<file path="config.mk">
export PLATFORM = sky130hd
export DESIGN_NAME = mutex_table_with_wait_queues
export DESIGN_NICKNAME = d
export VERILOG_FILES = /design/src/hdl/mtx_pkg.sv /design/src/hdl/mtx_ram.sv /design/src/hdl/mtx_find_free.sv /design/src/hdl/mutex_table_with_wait_queues.sv
export SDC_FILE = /design/constraint.sdc
export NUM_CORES = 1
export LEC_CHECK = 0
export BUFFER_PORTS_ARGS = -buffer_cell sky130_fd_sc_hd__buf_2
export CORE_ASPECT_RATIO = 0.6
export CORE_MARGIN = 2
export CORE_UTILIZATION = 40
export CTS_BUF_LIST = sky130_fd_sc_hd__clkbuf_16
export DETAILED_ROUTE_END_ITERATION = 7
export GPL_TIMING_DRIVEN = 0
export PLACE_DENSITY = 0.59
export REMOVE_ABC_BUFFERS = 1
export SLEW_MARGIN = 20
export SYNTH_ARGS = -nofsm -noshare
export SYNTH_HDL_FRONTEND = slang
export SYNTH_SLANG_ARGS = --single-unit
</file>
<file path="constraint.sdc">
create_clock -name i_clk -period 4.45 [get_ports i_clk]
set_clock_uncertainty 0.15 [all_clocks]
set_input_delay 0.89 -clock i_clk [delete_from_list [all_inputs] [get_ports i_clk]]
set_output_delay 0.89 -clock i_clk [all_outputs]
set_load 0.05 [all_outputs]
</file>
<file path="src/hdl/mtx_pkg.sv">
// ============================================================================
// mtx_pkg
// Shared types and constants for the mutex table with FIFO wait queues.
// ============================================================================
package mtx_pkg;

    localparam int MUTEX_SLOTS = 16;
    localparam int TASK_COUNT  = 16;
    localparam int SLOT_AW     = $clog2(MUTEX_SLOTS);
    localparam int TASK_AW     = $clog2(TASK_COUNT);

    // field widths of the request and result ports
    localparam int OP_W     = 3;
    localparam int TASK_W   = 4;
    localparam int MUTEX_W  = 4;
    localparam int STATUS_W = 3;

    typedef enum logic [OP_W-1:0] {
        OP_ALLOC   = 3'd0,
        OP_FREE    = 3'd1,
        OP_LOCK    = 3'd2,
        OP_TRYLOCK = 3'd3,
        OP_UNLOCK  = 3'd4
    } t_op;

    typedef enum logic [STATUS_W-1:0] {
        ST_OK          = 3'd0,
        ST_INVALID     = 3'd1,
        ST_NOT_CREATOR = 3'd2,
        ST_LOCKED      = 3'd3,
        ST_WAITERS     = 3'd4,
        ST_NOT_OWNER   = 3'd5,
        ST_FULL        = 3'd6
    } t_status;

    typedef enum logic [1:0] {
        S_IDLE,
        S_EXEC,
        S_LINK
    } t_state;

    // one entry of the slot memory
    typedef struct packed {
        logic              locked;
        logic [TASK_W-1:0] owner;
        logic [TASK_W-1:0] creator;
        logic              nonempty;
        logic [TASK_W-1:0] head;
        logic [TASK_W-1:0] tail;
    } t_slot_entry;

    localparam int SLOT_ENTRY_W = $bits(t_slot_entry);

endpackage

</file>
<file path="src/hdl/mtx_ram.sv">
// ============================================================================
// mtx_ram
// Simple dual-port synchronous RAM, one write and one registered read port.
// ============================================================================
module mtx_ram #(
    parameter int DEPTH = 16,
    parameter int WIDTH = 8,
    parameter int AW    = $clog2(DEPTH)
) (
    input  logic             i_clk,
    input  logic             i_we,
    input  logic [AW-1:0]    i_waddr,
    input  logic [WIDTH-1:0] i_wdata,
    input  logic             i_re,
    input  logic [AW-1:0]    i_raddr,
    output logic [WIDTH-1:0] o_rdata
);

    logic [WIDTH-1:0] r_mem [DEPTH];
    logic [WIDTH-1:0] r_rdata;

    // write port
    always_ff @(posedge i_clk) begin
        if (i_we) begin
            r_mem[i_waddr] <= i_wdata;
        end
    end

    // read port, data held until the next enabled read
    always_ff @(posedge i_clk) begin
        if (i_re) begin
            r_rdata <= r_mem[i_raddr];
        end
    end

    assign o_rdata = r_rdata;

endmodule

</file>
<file path="src/hdl/mtx_find_free.sv">
// ============================================================================
// mtx_find_free
// Priority encoder that picks the lowest slot whose valid mark is clear.
// ============================================================================
module mtx_find_free (
    input  logic [mtx_pkg::MUTEX_SLOTS-1:0] i_valid,
    output logic                            o_found,
    output logic [mtx_pkg::SLOT_AW-1:0]     o_idx
);
    import mtx_pkg::*;

    // scan from the top so the lowest free slot wins
    always_comb begin
        o_found = 1'b0;
        o_idx   = '0;
        for (int i = MUTEX_SLOTS - 1; i >= 0; i--) begin
            if (!i_valid[i]) begin
                o_found = 1'b1;
                o_idx   = SLOT_AW'(i);
            end
        end
    end

endmodule

</file>
<file path="src/hdl/mutex_table_with_wait_queues.sv">
// ============================================================================
// mutex_table_with_wait_queues
// Mutex slot table with per-slot FIFO wait queues kept as linked lists.
// ============================================================================
// A request is taken when start is high and busy is low. Most requests pass
// through two steps from acceptance to the next possible acceptance: reading
// the slot memory, then deciding and writing back. An unlock that hands the
// mutex to a waiter while more than one task is queued adds a third step,
// taking the next waiter from the task link memory. The result appears on
// the o_ result ports for exactly one cycle with o_done high, in the cycle
// after the write-back; it is not held, so the receiver must take it then.
// Valid marks live in flip-flops and clear at reset, so the block is ready
// right after reset with no clearing pass.
module mutex_table_with_wait_queues (
    input  logic                         i_clk,
    input  logic                         i_rst_n,
    input  logic                         start,
    output logic                         busy,
    input  logic [mtx_pkg::OP_W-1:0]     i_op,
    input  logic [mtx_pkg::TASK_W-1:0]   i_task_id,
    input  logic [mtx_pkg::MUTEX_W-1:0]  i_mutex_id,
    output logic                         o_done,
    output logic [mtx_pkg::STATUS_W-1:0] o_status,
    output logic [mtx_pkg::MUTEX_W-1:0]  o_slot_out,
    output logic                         o_blocked,
    output logic                         o_woken_valid,
    output logic [mtx_pkg::TASK_W-1:0]   o_woken_task
);
    import mtx_pkg::*;

    t_state r_state, n_state;

    // captured request
    logic [OP_W-1:0]    r_op;
    logic [TASK_W-1:0]  r_task;
    logic [MUTEX_W-1:0] r_mutex;

    logic [MUTEX_SLOTS-1:0] r_valid, n_valid;

    // result registers
    logic                r_done, n_done;
    logic [STATUS_W-1:0] r_status, n_status;
    logic [MUTEX_W-1:0]  r_slot_out, n_slot_out;
    logic                r_blocked, n_blocked;
    logic                r_woken_valid, n_woken_valid;
    logic [TASK_W-1:0]   r_woken_task, n_woken_task;

    // memory ports
    logic                    slot_re, slot_we;
    logic [SLOT_AW-1:0]      slot_raddr, slot_waddr;
    logic [SLOT_ENTRY_W-1:0] slot_rdata_raw;
    t_slot_entry             slot_rd, slot_wd;
    logic                    link_re, link_we;
    logic [TASK_AW-1:0]      link_raddr, link_waddr;
    logic [TASK_W-1:0]       link_rdata, link_wd;

    logic               accept;
    logic               slot_ok, task_ok;
    logic               free_found;
    logic [SLOT_AW-1:0] free_idx;
    logic [SLOT_AW-1:0] cur_slot;
    logic               need_link;

    assign accept   = start && (r_state == S_IDLE);
    assign busy     = (r_state != S_IDLE);
    assign cur_slot = r_mutex[SLOT_AW-1:0];
    assign slot_rd  = t_slot_entry'(slot_rdata_raw);
    assign slot_ok  = (int'(r_mutex) < MUTEX_SLOTS) && r_valid[cur_slot];
    assign task_ok  = (int'(r_task) < TASK_COUNT);

    // slot memory: per-slot lock, owner, creator and queue pointers
    mtx_ram #(
        .DEPTH (MUTEX_SLOTS),
        .WIDTH (SLOT_ENTRY_W)
    ) u_slot_ram (
        .i_clk   (i_clk),
        .i_we    (slot_we),
        .i_waddr (slot_waddr),
        .i_wdata (SLOT_ENTRY_W'(slot_wd)),
        .i_re    (slot_re),
        .i_raddr (slot_raddr),
        .o_rdata (slot_rdata_raw)
    );

    // task link memory: next waiter behind each queued task
    mtx_ram #(
        .DEPTH (TASK_COUNT),
        .WIDTH (TASK_W)
    ) u_link_ram (
        .i_clk   (i_clk),
        .i_we    (link_we),
        .i_waddr (link_waddr),
        .i_wdata (link_wd),
        .i_re    (link_re),
        .i_raddr (link_raddr),
        .o_rdata (link_rdata)
    );

    mtx_find_free u_find_free (
        .i_valid (r_valid),
        .o_found (free_found),
        .o_idx   (free_idx)
    );

    // slot read issued with the accepted transaction
    assign slot_re    = accept;
    assign slot_raddr = i_mutex_id[SLOT_AW-1:0];

    // unlock with more than one waiter needs the link of the head task
    assign need_link = (r_state == S_EXEC) && (r_op == OP_UNLOCK) && task_ok && slot_ok
                       && slot_rd.locked && (slot_rd.owner == r_task)
                       && slot_rd.nonempty && (slot_rd.head != slot_rd.tail);

    // next state
    always_comb begin
        n_state = r_state;
        case (r_state)
            S_IDLE: begin
                if (accept) begin
                    n_state = S_EXEC;
                end
            end
            S_EXEC: begin
                n_state = need_link ? S_LINK : S_IDLE;
            end
            S_LINK: begin
                n_state = S_IDLE;
            end
            default: begin
                n_state = S_IDLE;
            end
        endcase
    end

    // decision, memory writes and result
    always_comb begin
        n_valid       = r_valid;
        n_done        = 1'b0;
        n_status      = r_status;
        n_slot_out    = r_slot_out;
        n_blocked     = r_blocked;
        n_woken_valid = r_woken_valid;
        n_woken_task  = r_woken_task;
        slot_we       = 1'b0;
        slot_waddr    = cur_slot;
        slot_wd       = slot_rd;
        link_re       = 1'b0;
        link_raddr    = slot_rd.head[TASK_AW-1:0];
        link_we       = 1'b0;
        link_waddr    = slot_rd.tail[TASK_AW-1:0];
        link_wd       = r_task;

        case (r_state)
            S_EXEC: begin
                n_done        = !need_link;
                n_status      = ST_OK;
                n_slot_out    = r_mutex;
                n_blocked     = 1'b0;
                n_woken_valid = 1'b0;
                n_woken_task  = '0;
                if (r_op > OP_UNLOCK) begin
                    n_status = ST_OK;
                end else if (!task_ok) begin
                    n_status = ST_INVALID;
                end else if (r_op == OP_ALLOC) begin
                    // take the lowest free slot
                    if (free_found) begin
                        n_valid[free_idx] = 1'b1;
                        slot_we           = 1'b1;
                        slot_waddr        = free_idx;
                        slot_wd           = '0;
                        slot_wd.creator   = r_task;
                        n_slot_out        = MUTEX_W'(free_idx);
                    end else begin
                        n_status   = ST_FULL;
                        n_slot_out = '0;
                    end
                end else if (!slot_ok) begin
                    n_status = ST_INVALID;
                end else begin
                    case (t_op'(r_op))
                        OP_FREE: begin
                            if (slot_rd.creator != r_task) begin
                                n_status = ST_NOT_CREATOR;
                            end else if (slot_rd.locked) begin
                                n_status = ST_LOCKED;
                            end else if (slot_rd.nonempty) begin
                                n_status = ST_WAITERS;
                            end else begin
                                n_valid[cur_slot] = 1'b0;
                            end
                        end
                        OP_LOCK, OP_TRYLOCK: begin
                            if (!slot_rd.locked) begin
                                slot_we        = 1'b1;
                                slot_wd.locked = 1'b1;
                                slot_wd.owner  = r_task;
                            end else if (r_op == OP_LOCK) begin
                                // append to the wait queue
                                slot_we      = 1'b1;
                                slot_wd.tail = r_task;
                                n_blocked    = 1'b1;
                                if (slot_rd.nonempty) begin
                                    link_we = (int'(slot_rd.tail) < TASK_COUNT);
                                end else begin
                                    slot_wd.head     = r_task;
                                    slot_wd.nonempty = 1'b1;
                                end
                            end else begin
                                n_status = ST_LOCKED;
                            end
                        end
                        OP_UNLOCK: begin
                            if (!slot_rd.locked || (slot_rd.owner != r_task)) begin
                                n_status = ST_NOT_OWNER;
                            end else if (slot_rd.nonempty) begin
                                if (slot_rd.head == slot_rd.tail) begin
                                    // last waiter takes over, queue empties
                                    slot_we          = 1'b1;
                                    slot_wd.nonempty = 1'b0;
                                    slot_wd.owner    = slot_rd.head;
                                    n_woken_valid    = 1'b1;
                                    n_woken_task     = slot_rd.head;
                                end else begin
                                    link_re = 1'b1;
                                end
                            end else begin
                                slot_we        = 1'b1;
                                slot_wd.locked = 1'b0;
                                slot_wd.owner  = '0;
                            end
                        end
                        default: begin
                            n_status = ST_OK;
                        end
                    endcase
                end
            end
            S_LINK: begin
                // head moves to the next waiter, old head owns the mutex
                n_done        = 1'b1;
                slot_we       = 1'b1;
                slot_wd.owner = slot_rd.head;
                slot_wd.head  = link_rdata;
                n_woken_valid = 1'b1;
                n_woken_task  = slot_rd.head;
            end
            default: begin
                n_done = 1'b0;
            end
        endcase
    end

    // control registers
    always_ff @(posedge i_clk) begin
        if (!i_rst_n) begin
            r_state <= S_IDLE;
            r_valid <= '0;
            r_done  <= 1'b0;
        end else begin
            r_state <= n_state;
            r_valid <= n_valid;
            r_done  <= n_done;
        end
    end

    // request capture and result payload
    always_ff @(posedge i_clk) begin
        if (accept) begin
            r_op    <= i_op;
            r_task  <= i_task_id;
            r_mutex <= i_mutex_id;
        end
        r_status      <= n_status;
        r_slot_out    <= n_slot_out;
        r_blocked     <= n_blocked;
        r_woken_valid <= n_woken_valid;
        r_woken_task  <= n_woken_task;
    end

    assign o_done        = r_done;
    assign o_status      = r_status;
    assign o_slot_out    = r_slot_out;
    assign o_blocked     = r_blocked;
    assign o_woken_valid = r_woken_valid;
    assign o_woken_task  = r_woken_task;

endmodule

</file>
# ---- Yosys cells after proc, flatten, opt, wreduce, memory -nomap -nowiden
# Memory sizes are Yosys's and may differ from the RTL's. A register that Yosys moved wholly into a read port is not among the register bits.
# Index checks and enable logic that the tools add are counted.
# W data, S select, Z words.
dict set report word_totals {
  wordCells 198
  ff_bits 43
  input_bits 14
  n_memories 2
  ramBits 352
  output_inout_bits 15
}
dict set report op_classes {
  n_eq_ne 16
  magnitude_cmp 5
  bitwise 7
  muxes 136
  reduce_logical 21
}
# name words word_bits read_ports rd_clocked_by_memory_dff wr line
set mem_list {}
lappend mem_list {u_slot_ram.r_mem 16 18 1 1 1 mtx_ram.sv:19} ;# logic [WIDTH-1:0] r_mem [DEPTH];
lappend mem_list {u_link_ram.r_mem 16 4 1 1 1 mtx_ram.sv:19}
# op count
set ops {}
lappend ops {{$mux W4} 36}
lappend ops {{$mux W16} 7}
lappend ops {{$mux W1} 57}
lappend ops {{$mux W18} 2}
lappend ops {{$mux W9} 4}
lappend ops {{$pmux W4 S2} 3}
lappend ops {{$mux W3} 7}
lappend ops {{$mux W5} 4}
lappend ops {{$and A16 B16 Y16} 1}
lappend ops {{$not A16 Y16} 1}
lappend ops {{$or A16 B16 Y16} 1}
lappend ops {{$ne A4 B4 Y1} 3}
lappend ops {{$lt A4 B5 Y1 const B} 2}
lappend ops {{$ne A2 B2 Y1 const B} 5}
lappend ops {{$pmux W1 S2} 5}
lappend ops {{$pmux W5 S2} 1}
lappend ops {{$logic_and A1 B1 Y1} 9}
lappend ops {{$pmux W3 S3} 1}
lappend ops {{$demux W1 S4} 2}
lappend ops {{$eq A4 B4 Y1} 2}
lappend ops {{$ge A4 B1 Y1 const B} 2}
lappend ops {{$mux W2} 4}
lappend ops {{$mux W8} 1}
lappend ops {{$reduce_and A8 Y1} 1}
lappend ops {{16 further kinds} 24}

# ---- Depth between registers and ports, before layout
# Gate-level depths: netlist (run 1).
dict set report logic_depth {
  ltp_word 23
  mapped_depth 11
  ltp_nobuf 9
}

# ---- By module
# Synthesis (run 1) repeated with hierarchy kept, for this count alone.
dict set report unflattened {
  cells_unflattened 976
  area_unflattened_um2 17335.4
}
# module instances area_each_um2 seq_area_each_um2 cells_each
set modules_own_cells {}
lappend modules_own_cells {{mtx_ram at u_slot_ram} 1 11502.3 9188.8 482}
lappend modules_own_cells {mutex_table_with_wait_queues 1 2960.3 1101.1 330}
lappend modules_own_cells {{mtx_ram at u_link_ram} 1 2706.3 2042.0 130}
lappend modules_own_cells {mtx_find_free 1 166.4 0.0 34}

# ---- Worst setup path after synthesis (run 1)
# Ideal clock, no wire load.
dict set report synth_path {
  path_type {flip-flop to flip-flop}
  from {register r_op[1]}
  to {memory u_slot_ram.r_mem[13][0] in the netlist's numbering, enable pin}
  setup_time_ns 0.416
  t_arrival_ns 3.302
  period_less_slack_ns 3.867
  path_slack_ns 0.583
  path_stages_with_launch 11
  cell_sequence {edfxtp_1 -> nor2_1 -> inv_1 -> ha_1 -> clkbuf_1 -> inv_1 -> nand3_1 -> nor2_1 -> clkbuf_1 -> a31oi_1 -> nor3_1}
}
dict set report synth_via {
  elab_chain_len 10
  elab_cells_between_ends 18
  classes_between {order compare: 1; eq/ne: 3; mux: 12; reduce/logical: 2}
}
# item line
set synth_rtl {}
lappend synth_rtl {{start, declared} mutex_table_with_wait_queues.sv:34} ;# logic [OP_W-1:0] r_op;
lappend synth_rtl {{start signal, assigned} mutex_table_with_wait_queues.sv:270} ;# r_op <= i_op;
lappend synth_rtl {{$eq A3 B2 Y1} {mutex_table_with_wait_queues.sv:181, mutex_table_with_wait_queues.sv:198}}
lappend synth_rtl {{$mux W1} mutex_table_with_wait_queues.sv:198} ;# end else if (r_op == OP_LOCK) begin
lappend synth_rtl {{$mux W1} mutex_table_with_wait_queues.sv:194} ;# if (!slot_rd.locked) begin
lappend synth_rtl {{$pmux W1 S2} mutex_table_with_wait_queues.sv:181} ;# case (t_op'(r_op))
lappend synth_rtl {{$mux W1} mutex_table_with_wait_queues.sv:178} ;# end else if (!slot_ok) begin
lappend synth_rtl {{$mux W1} mutex_table_with_wait_queues.sv:165} ;# end else if (r_op == OP_ALLOC) begin
lappend synth_rtl {{$mux W1} mutex_table_with_wait_queues.sv:161} ;# if (r_op > OP_UNLOCK) begin
lappend synth_rtl {{$pmux W1 S2} mutex_table_with_wait_queues.sv:153} ;# case (r_state)
lappend synth_rtl {{$mux W1} mtx_ram.sv:24} ;# if (i_we) begin
lappend synth_rtl {{$mux W1 (implied by the code)} mtx_ram.sv:25} ;# r_mem[i_waddr] <= i_wdata;
lappend synth_rtl {{end, declared} mtx_ram.sv:19}
# Several ways; a longest one is shown, not always the timed one.

# ---- Worst setup path after layout (run 1)
dict set report layout_path {
  from {register u_slot_ram.r_rdata[5] (netlist: u_slot_ram.o_rdata[5]) (read register of u_slot_ram.r_mem)}
  to {memory u_slot_ram.r_mem[3][1] in the netlist's numbering, enable pin}
}
dict set report layout_via {
  elab_chain_len 11
}
# item line
set layout_rtl {}
lappend layout_rtl {{start, declared} mtx_ram.sv:20} ;# logic [WIDTH-1:0] r_rdata;
lappend layout_rtl {{$eq A4 B4 Y1} mutex_table_with_wait_queues.sv:217} ;# if (slot_rd.head == slot_rd.tail) begin
lappend layout_rtl {{$mux W1} mutex_table_with_wait_queues.sv:217}
lappend layout_rtl {{$mux W1} mutex_table_with_wait_queues.sv:216} ;# end else if (slot_rd.nonempty) begin
lappend layout_rtl {{$mux W1} mutex_table_with_wait_queues.sv:214} ;# if (!slot_rd.locked || (slot_rd.owner != r_task)) begin
lappend layout_rtl {{$pmux W1 S2} mutex_table_with_wait_queues.sv:181}
lappend layout_rtl {{$mux W1} mutex_table_with_wait_queues.sv:178}
lappend layout_rtl {{$mux W1} mutex_table_with_wait_queues.sv:165}
lappend layout_rtl {{$mux W1} mutex_table_with_wait_queues.sv:161}
lappend layout_rtl {{$pmux W1 S2} mutex_table_with_wait_queues.sv:153}
lappend layout_rtl {{$mux W1} mtx_ram.sv:24}
lappend layout_rtl {{$mux W1 (implied by the code)} mtx_ram.sv:25}
# Every way passes these cells.

==> results of run 1 <==
## power groups by stage
stage	Clock, W	Combinational (W)	Sequential [W]
after floorplan	0	0.000297	0.00454
after global placement	0	0.000492	0.00455
after detailed placement	0	0.000528	0.00454
after CTS	0.00330	0.000530	0.00445
after global routing	0.00347	0.000579	0.00446
final	0.00324	0.000539	0.00445
## layer usage
metal  wire length [µm]  vias up  share of wire, %
met5                  0        -                 0
met4                511        0               1.2
met3               3240       46               7.8
met2              17700      404                42
met1              20100     5049                48
li1                   -     4074                 -
## layout make-up
type                       count  area [µm²]
multi-input combinational    466        4950
fill                        3682       23200
timing repair buffer          85         689
clock inverter                26         254
sequential                   417       12300
inverter                      18        70.1
tap                          579         724
clock buffer                  38         951
## worst min-delay path: stages, from the launching register on
cell	delay, ns
dfxtp_1	0.34
nand2_1	0.07
o22ai_1	0.06
## sequential cells by signal, summed over array words and instances (netlist names)
name and flops:
o_woken_task 4, o_woken_valid 1, o_done 1, link_wd 4, u_link_ram.o_rdata 4, cur_slot 4, u_link_ram.r_mem 64, r_state 2
o_slot_out 4, r_op 3, u_slot_ram.o_rdata 18, o_blocked 1, r_valid 16, o_status 3, u_slot_ram.r_mem 288
## placed cells by master (no fill, tap or decap), types with 4 or more instances in the layout
master	netlist	final
mux4_2	112	112
dfxtp_1	19	19
nor2_1	32	31
clkbuf_4	0	4
nand2_1	56	56
mux2i_1	10	10
xnor2_1	12	12
and3_1	6	6
o31ai_1	6	6
nand3_1	19	19
nor2b_1	8	8
a21o_1	5	5
buf_6	1	11
ha_1	6	6
inv_1	16	26
o211ai_1	7	7
o21ai_1	4	5
nand2b_1	6	6
nand4_1	10	10
buf_4	2	39
edfxtp_1	398	398
o21ai_0	15	13
nor4_1	12	11
nor3_1	28	12
a31oi_1	12	12
bufinv_16	0	5
buf_2	17	26
or3_1	4	4
mux2_2	4	4
nor3_2	0	16
a21oi_1	18	18
clkinv_1	1	6
clkbuf_16	0	38
## logic make-up after synthesis
logic type / synth area share [%]
flip-flops: 70.6
AND/OR/NAND/NOR: 6.06
multiplexers: 15.3
AO/OA/AOI/OAI: 5.30
buffers and inverters: 1.68
XOR/XNOR: 0.602
adder cells (fa/ha/maj): 0.430
## worst paths after layout
check                                                   endpoint
worst max register to register  u_slot_ram.r_mem[3][1]$_DFFE_PP_
worst min register to register          r_valid[14]$_SDFFE_PN0P_
worst max-delay path            u_slot_ram.r_mem[3][1]$_DFFE_PP_
worst min-delay path                    r_valid[14]$_SDFFE_PN0P_
## stage by stage
| step | util (%) | setup TNS, ns | std cells |
|---|---|---|---|
| floorplan | - | 0 | 901 |
| global placement | 41.9 | -647.13 | 1508 |
| detailed placement | 43.3 | -17.33 | 1561 |
| CTS | 46.1 | 0 | 1625 |
| global route | 46.2 | 0 | 1629 |
| finish | 46.2 | 0 | 1629 |
## repair_timing
action	in CTS	in global routing
setup endpoints to repair	125	60
buffers inserted	0	0
hold buffers	0	0
resized for setup	1	1
==> impl_metrics.csv, run 1 <==
group,metric,value,unit
global_routing,grtUsageMet1,30.9,%
hold_path,hp-class,"flip-flop to flip-flop",
power_and_ir_drop,p_sw_share,21.9,%
power_and_ir_drop,power.share.clock,39.4,%
finish,antenna_cells,0,
power_and_ir_drop,p_sw,0.00180,W
drt,first_pass_iters,5,
worst_setup_path,slowest_stage,"edfxtp_1",
worst_setup_path,path_buf_inv,3,
finish,area_growth,14.4,%
global_routing,grt_pass1_vias,9365,
power_and_ir_drop,p_comb_share,6.5,%
finish,drive_gt1_share,28.0,%
worst_setup_path,critPathMaxFanout,21,
placed_design,dp_hpwl,27.7,mm
drt,drt-total-wl,41.5,mm
timing,clock.fmax,0.235,GHz
finish,stdcell_area,20000,µm²
placed_design,gp_congestion,0.872,
timing,setup_violations,0,
drt,first_iter_violations,1292,
power_and_ir_drop,ir_drop,266,µV
floorplan,dieHeight,166,µm
timing,timing.hold.ws,0.372,ns
drt,viasPerCell,5.88,
run_status,status,"completed",
synth,synthDistinctLibCells,82,
timing,tightest_slew,1.14,ns
worst_setup_path,startpoint,"u_slot_ram.o_rdata[5]$_DFFE_PP_",
worst_setup_path,cp_top_family,"compound AO/OA/AOI/OAI gates",
timing,period_minus_slack,4.26,ns
worst_setup_path,path_depth,9,
worst_setup_path,crit_path_start_kind,"flip-flop",
clocking,clkTransAtPathRegs,0.06,ns
power_and_ir_drop,power_density,412,nW/µm²
clocking,cts_buffers,37,
synth,synth-main-ff-cell,"edfxtp_1",
finish,final_nets,1045,
synth,syn_area,17500,µm²
worst_setup_path,ff2ff_path_depth,9,
hold_path,hold_depth,2,
drt,drtAntennaViolNets,0,
global_routing,grt_pass1_wl,62.8,mm
floorplan,io-pin-count,29,
floorplan,num_rows,59,
global_routing,grt_max_degree,49,
timing,timing.final.ws_setup,0.189,ns
power_and_ir_drop,seq_power_share,54.1,%
global_routing,use_met2,25.6,%
timing,fin_crit_sh,95.7,%
clocking,clock_latency,0.54,ns
global_routing,grt_util_met3,3.18,%
job,drv_cap,0,
placed_design,place_ws,-0.356,ns
global_routing,grt_overflow,0,
timing,rsz0062_at_grt,"no",
clocking,clock_sinks,417,
worst_setup_path,crit_arrival,4.40,ns
synth,syn_inst,951,
clocking,cts_tree,"done",
floorplan,die_area,45400,µm²
floorplan,coreArea,43200,µm²
global_routing,grt_busiest_layer,"met1",
synth,yosys-top-cells-area,"edfxtp_1 68%, mux4_2 14%, dfxtp_1 2.2%",
worst_setup_path,required,4.59,ns
synth,yosysWarnings,0,
synth,synth_commonest_cells,"398 x edfxtp_1, 112 x mux4_2, 56 x nand2_1",
floorplan,start_util,40.4,%
drt,via_count,9573,
worst_setup_path,path_class,"flip-flop to flip-flop",
global_routing,grt_usage,18.6,%
worst_setup_path,reg2reg_slack,0.19,ns
synth,avgSynthCellArea,18.4,µm²
synth,synth_top_area_share,68.5,%
synth,synth_edf_count,398,
timing,hold_violations,0,
synth,yosysTopAreaCell,"edfxtp_1",
timing,max-slew-margin-rel,23.8,%
worst_setup_path,path_cells,"xnor2_1, a41o_1, a41oi_1, a21oi_2, o311ai_4, nor3_2, buf_6, buf_6, buf_4",
drt,drc_errors,0,
synth,ys_seq_elements,417,
clocking,cts_htree_levels,2,
power_and_ir_drop,p_leak,6.34,nW
placed_design,place_area,18700,µm²
placed_design,port_buffers,28,
worst_setup_path,regToRegStartpoint,"u_slot_ram.o_rdata[5]$_DFFE_PP_",
synth,yosysMostFrequentCell,"edfxtp_1",
power_and_ir_drop,intPower,0.00643,W
clocking,cts_root_buf,"clkbuf_16",
drt,wl_per_cell,25.5,µm
global_routing,antenna_found_initial,0,
clocking,cts_buffer_depth,3,
worst_setup_path,end_kind,"flip-flop",
synth,async_reset_ff_share,0,%
hold_path,worstHoldStart,"r_valid[14]$_SDFFE_PN0P_",
synth,ys_seq_area_share,70.6,%
floorplan,die_w,274,µm
power_and_ir_drop,design_power_total,0.00823,W
timing,drv_slew,0,
worst_setup_path,max_stage_delay,1.10,ns
worst_setup_path,cpMostUsedCell,"buf_6",
No activity file was read; power rests on OpenSTA's default activity.
==> run 2: changes to the inputs <==
--- a/config.mk
+++ b/config.mk
@@ -8,11 +8,12 @@
 export BUFFER_PORTS_ARGS = -buffer_cell sky130_fd_sc_hd__buf_2
 export CORE_ASPECT_RATIO = 0.6
 export CORE_MARGIN = 2
-export CORE_UTILIZATION = 40
+export CORE_UTILIZATION = 58
 export CTS_BUF_LIST = sky130_fd_sc_hd__clkbuf_16
 export DETAILED_ROUTE_END_ITERATION = 7
 export GPL_TIMING_DRIVEN = 0
-export PLACE_DENSITY = 0.59
+export PLACE_DENSITY = 0.78
+export RECOVER_POWER = 100
 export REMOVE_ABC_BUFFERS = 1
 export SLEW_MARGIN = 20
 export SYNTH_ARGS = -nofsm -noshare
==> run 2 against run 1 <==
The flow now finishes with violations (max-capacitance violations, max-slew violations). Clock power decreased by 7.7%. Count of clock-buffer cells in the layout increased by 1. Sequential power barely moved. Combinational power shrank 5.2%. Non-clock buffer count is 6 lower. Via count is 2.7% higher. Die area shrank 30%. Setup slack better by 0.033 ns. Utilization rose by 19 points. Largest power group unchanged.
==> impl_metrics.csv, run 2 (synthesis gave the netlist of run 1 again) <==
group,metric,value,unit
run_status,status,"complete, but fails checks",
run_status,violations,"max-capacitance violations, max-slew violations",
clocking,clkTransAtPathRegs,0.07,ns
finish,final_nets,1039,
placed_design,port_buffers,28,
finish,final_common_cell,"edfxtp_1",
drt,via_count,9832,
power_and_ir_drop,power_density,412,nW/µm²
finish,area_growth,10.7,%
job,drv_cap,5,
placed_design,gp_congestion,0.942,
worst_setup_path,end_kind,"flip-flop",
drt,first_pass_iters,6,
finish,final_cell_mix,"398 x edfxtp_1, 112 x mux4_2, 56 x nand2_1",
clocking,clock_sinks,417,
clocking,postCtsSetupBuffers,0,
floorplan,start_util,58.6,%
timing,timing.hold.ws,0.376,ns
timing,fin_crit_sh,95.0,%
placed_design,dp_hpwl,26.4,mm
floorplan,coreArea,29800,µm²
timing,setup_violations,0,
finish,drive_gt1_share,22.0,%
drt,drt-total-wl,41.0,mm
global_routing,grt_pass1_wl,61.7,mm
timing,hold_violations,0,
floorplan,io-pin-count,29,
clocking,cts_buffers,37,
finish,antenna_cells,0,
timing,clock.fmax,0.237,GHz
drt,viasPerCell,6.77,
timing,rsz0062_at_grt,"no",
floorplan,dieHeight,138,µm
finish,regMostFlops,"u_slot_ram.r_mem",
clocking,cts_htree_levels,2,
floorplan,num_rows,49,
drt,first_iter_violations,1405,
worst_setup_path,crit_path_start_kind,"flip-flop",
timing,period_minus_slack,4.23,ns
hold_path,hp-class,"primary input to flip-flop",
clocking,cts_tree,"done",
global_routing,grt_usage,26.6,%
finish,largest_reg_flops,288,
worst_setup_path,required,4.53,ns
global_routing,antenna_found_initial,0,
clocking,clock_latency,0.54,ns
timing,finalSetupTns,0,ns
timing,drv_slew,115,
global_routing,grt_pass1_vias,9539,
power_and_ir_drop,p_leak,6.13,nW
global_routing,grt_max_degree,52,
floorplan,die_w,228,µm
drt,wl_per_cell,28.2,µm
global_routing,grt_overflow,0,
worst_setup_path,critPathMaxFanout,21,
power_and_ir_drop,ir_drop,392,µV
floorplan,die_area,31500,µm²
drt,drtAntennaViolNets,0,
worst_setup_path,path_class,"flip-flop to flip-flop",
drt,drc_errors,0,
timing,tightest_slew,2.22,ns
timing,max-slew-margin-rel,-48.1,%
clocking,cts_root_buf,"clkbuf_16",
clocking,cts_buffer_depth,3,
finish,fillerInstances,1991,
worst_setup_path,crit_arrival,4.31,ns
run 2: changes by cell type in the layout (fill, tap and decap cells not counted), moves of 7 or more:
cell	before	now
buf_6	11	4
buf_4	39	19
clkbuf_2	0	11
clkbuf_1	0	34
buf_2	26	8
run 2: cell type report:
| class | count | area, µm² | share of cell area (%) |
|---|---|---|---|
| flip-flops and latches | 417 | 12300 | 63.8 |
| clock buffers | 39 | 976 | 5.05 |
| well taps | 408 | 510 | 2.64 |
| inverters | 18 | 70.1 | 0.362 |
| clock inverters | 25 | 133 | 0.686 |
| repair buffers | 79 | 473 | 2.45 |
| multi-input cells | 466 | 4840 | 25.0 |
run 2: power by group:
group / internal [W] / leakage [nW] / total (W) / switching, W
clock: 0.00164 / 0.596 / 0.00299 / 0.00136
combinational: 0.000185 / 1.78 / 0.000511 / 0.000326
sequential: 0.00439 / 3.75 / 0.00446 / 0.0000696
total: 0.00621 / 6.13 / 0.00796 / 0.00175
run 2: routing by layer:
| metal | track usage, % | share of wire, % | vias to the layer above |
|---|---|---|---|
| met4 | 6.02 | 2.0 | 0 |
| met3 | 6.13 | 12 | 73 |
| met2 | 40.1 | 46 | 695 |
| li1 | - | - | 4064 |
| met1 | 40.4 | 40 | 5000 |
| met5 | 0 | 0 | - |
run 2: through the flow:
stage                     utilization (%)  power, W  worst slack, ns  area, µm²  cells
after floorplan                         -   0.00483            0.476      17200    901
after global placement               60.0   0.00502            -2.06      17900   1337
after detailed placement             61.8   0.00505           -0.192      18400   1384
after CTS                            65.6   0.00801            0.136      19500   1448
after global routing                 64.9   0.00819           0.0384      19300   1452
final                                64.9   0.00796            0.222      19300   1452
run 2: path summary, 6_finish.rpt:
path	slack (ns)	depth (start not counted)	endpoint	startpoint
worst max-delay path	0.22	8	u_slot_ram.r_mem[4][3]$_DFFE_PP_	u_slot_ram.o_rdata[5]$_DFFE_PP_
worst min register to register	0.38	2	r_valid[14]$_SDFFE_PN0P_	r_valid[14]$_SDFFE_PN0P_
worst min-delay path	0.38	1	link_wd[2]$_DFFE_PP_	i_task_id[2]
worst max register to register	0.22	8	u_slot_ram.r_mem[4][3]$_DFFE_PP_	u_slot_ram.o_rdata[5]$_DFFE_PP_
run 2: timing repair:
item | CTS | global route
hold endpoints to repair | 0 | 0
gates resized for setup | 1 | 2
cloned | 0 | 0
endpoints found under the setup margin | 67 | 71
pin swaps | 0 | 0
hold buffers | 0 | 0
run 2: worst max-delay path, cell delays in order (launching register included):
cell	delay (ns)
edfxtp_1	1.03
xnor2_1	0.22
a41o_1	0.41
a41oi_1	0.18
a21oi_2	0.22
o311ai_4	0.29
nor3_2	0.80
buf_4	0.33
clkbuf_4	0.27
==> run 3: changes to the inputs <==
--- a/config.mk
+++ b/config.mk
@@ -12,7 +12,7 @@
 export CTS_BUF_LIST = sky130_fd_sc_hd__clkbuf_16
 export DETAILED_ROUTE_END_ITERATION = 7
 export GPL_TIMING_DRIVEN = 0
-export PLACE_DENSITY = 0.78
+export PLACE_DENSITY = 0.75
 export RECOVER_POWER = 100
 export REMOVE_ABC_BUFFERS = 1
 export SLEW_MARGIN = 20
==> run 3 against run 2 <==
The run still ends with max-capacitance violations, max-slew violations left. Combinational power about the same. Power down 0.67%. Sequential power about the same. Largest cell class unchanged. Critical path depth did not move. Via count fell by 1.3%. Clock power down 2%. Die area is the same. Cell count down 0.55%. Sequential share of layout area down 0.41 points. Non-clock buffer count fell by 3.
==> impl_metrics.csv, run 3 (synthesis gave the netlist of run 1 again) <==
group,metric,value,unit
drt,via_count,9700,
run_status,violations,"max-capacitance violations, max-slew violations",
timing,period_minus_slack,4.30,ns
drt,first_pass_iters,8,
finish,final_nets,1035,
worst_setup_path,crit_path_start_kind,"flip-flop",
drt,wl_per_cell,27.7,µm
timing,timing.hold.ws,0.368,ns
floorplan,num_rows,49,
power_and_ir_drop,p_leak,6.19,nW
placed_design,dp_hpwl,25.4,mm
timing,max-slew-margin-rel,-36.0,%
finish,final_common_cell,"edfxtp_1",
worst_setup_path,max_stage_delay,0.73,ns
global_routing,antenna_found_initial,0,
worst_setup_path,path_class,"flip-flop to flip-flop",
timing,drv_slew,98,
floorplan,dieHeight,138,µm
placed_design,port_buffers,28,
drt,first_iter_violations,1424,
finish,drive_gt1_share,24.2,%
finish,final_cell_mix,"398 x edfxtp_1, 112 x mux4_2, 56 x nand2_1",
drt,viasPerCell,6.72,
global_routing,grt_max_degree,45,
floorplan,start_util,58.6,%
global_routing,grt_overflow,0,
clocking,cts_tree,"done",
worst_setup_path,end_kind,"flip-flop",
finish,regMostFlops,"u_slot_ram.r_mem",
global_routing,grt_pass1_vias,9416,
floorplan,io-pin-count,29,
timing,setup_violations,0,
worst_setup_path,slowest_stage,"nor3_2",
global_routing,grt_usage,25.7,%
drt,drc_errors,0,
power_and_ir_drop,ir_drop,370,µV
clocking,clock_sinks,417,
clocking,cts_buffers,36,
drt,drt-total-wl,40.0,mm
timing,finalSetupTns,0,ns
placed_design,place_ws,-0.381,ns
finish,largest_reg_flops,288,
hold_path,hp-class,"primary input to flip-flop",
floorplan,coreArea,29800,µm²
run_status,status,"complete, but fails checks",
global_routing,use_met2,39.0,%
worst_setup_path,path_cells,"nor2_1, ha_1, nand3_1, nor2_4, a31oi_1, nor3_2, buf_4, buf_6",
floorplan,die_area,31500,µm²
clocking,clock_latency,0.55,ns
power_and_ir_drop,power_density,406,nW/µm²
timing,timing.final.ws_setup,0.150,ns
timing,clock.fmax,0.233,GHz
job,drv_cap,4,
worst_setup_path,required,4.55,ns
clocking,cts_htree_levels,2,
drt,drtAntennaViolNets,0,
finish,antenna_cells,0,
global_routing,grt_util_met3,5.49,%
clocking,cts_buffer_depth,3,
finish,area_growth,11.5,%
floorplan,die_w,228,µm
global_routing,grt_pass1_wl,60.2,mm
global_routing,grt_busiest_layer,"met1",
clocking,cts_root_buf,"clkbuf_16",
worst_setup_path,critPathMaxFanout,15,
clocking,clkTransAtPathRegs,0.07,ns
placed_design,gp_congestion,0.918,
timing,hold_violations,0,
worst_setup_path,crit_arrival,4.40,ns
timing,tightest_slew,2.04,ns
global_routing,grtUsageMet1,39.4,%
timing,fin_crit_sh,96.6,%
==> run 3: cell types whose count changed in the layout (fill, tap and decap cells not counted), moves of 3 or more <==
cell and delta:
clkbuf_1 -12, buf_4 +11, clkbuf_2 -10, buf_6 +7
inv_1 -6, nor3_4 +6, mux2_1 -4, mux2_2 +4
clkinvlp_4 +3, nor3_1 -3, nor3_2 -3
==> run 3: final timing paths <==
path / from / to / slack [ns] / cells after the start
worst max-delay path: r_op[1]$_DFFE_PP_ / u_slot_ram.r_mem[1][1]$_DFFE_PP_ / 0.15 / 8
worst min-delay path: i_op[0] / r_op[0]$_DFFE_PP_ / 0.37 / 1
worst max register to register: r_op[1]$_DFFE_PP_ / u_slot_ram.r_mem[1][1]$_DFFE_PP_ / 0.15 / 8
worst min register to register: r_state[0]$_SDFFE_PN0P_ / r_state[0]$_SDFFE_PN0P_ / 0.38 / 1
==> run 3: layout make-up <==
type / count / area [µm²]
clock buffers: 37 / 926
fillers: 2021 / 10300
well taps: 408 / 510
flip-flops and latches: 417 / 12300
repair buffers: 76 / 552
inverters: 18 / 70.1
clock inverters: 22 / 136
multi-input cells: 466 / 4930
==> run 3: per-stage QoR <==
| step | util, % | power (W) | cells | cell area (µm²) |
|---|---|---|---|---|
| floorplan | - | 0.00483 | 901 | 17200 |
| global placement | 60.0 | 0.00502 | 1337 | 17900 |
| detailed placement | 61.8 | 0.00505 | 1380 | 18400 |
| CTS | 65.4 | 0.00794 | 1439 | 19500 |
| global route | 65.3 | 0.00813 | 1444 | 19500 |
| finish | 65.3 | 0.00791 | 1444 | 19500 |
==> run 3: layer usage <==
layer | vias up | part of all wire (%)
li1 | 4056 | -
met3 | 74 | 12
met2 | 617 | 46
met4 | 0 | 1.7
met5 | - | 0
met1 | 4953 | 40
==> run 3: report_power, final <==
group	total [W]	internal (W)	switching [W]
clock network	0.00294	0.00157	0.00137
logic	0.000514	0.000189	0.000325
registers	0.00446	0.00439	0.0000728
==> run 3: critical path: cells and delay by family (launching register included) <==
kind / cells / cell delay [ns]
fa+ha+maj: 1 / 0.61
simple gates: 4 / 1.92
buf+inv: 2 / 0.45
compound gates: 1 / 0.39
flops: 1 / 0.47
==> run 3: what timing repair did <==
item                                    CTS  global route
pin swaps                                 0             1
hold buffers                              0             0
gates resized for setup                   4             5
endpoints found under the setup margin  133           113
endpoints found under the hold margin     0             0
setup buffers                             0             3
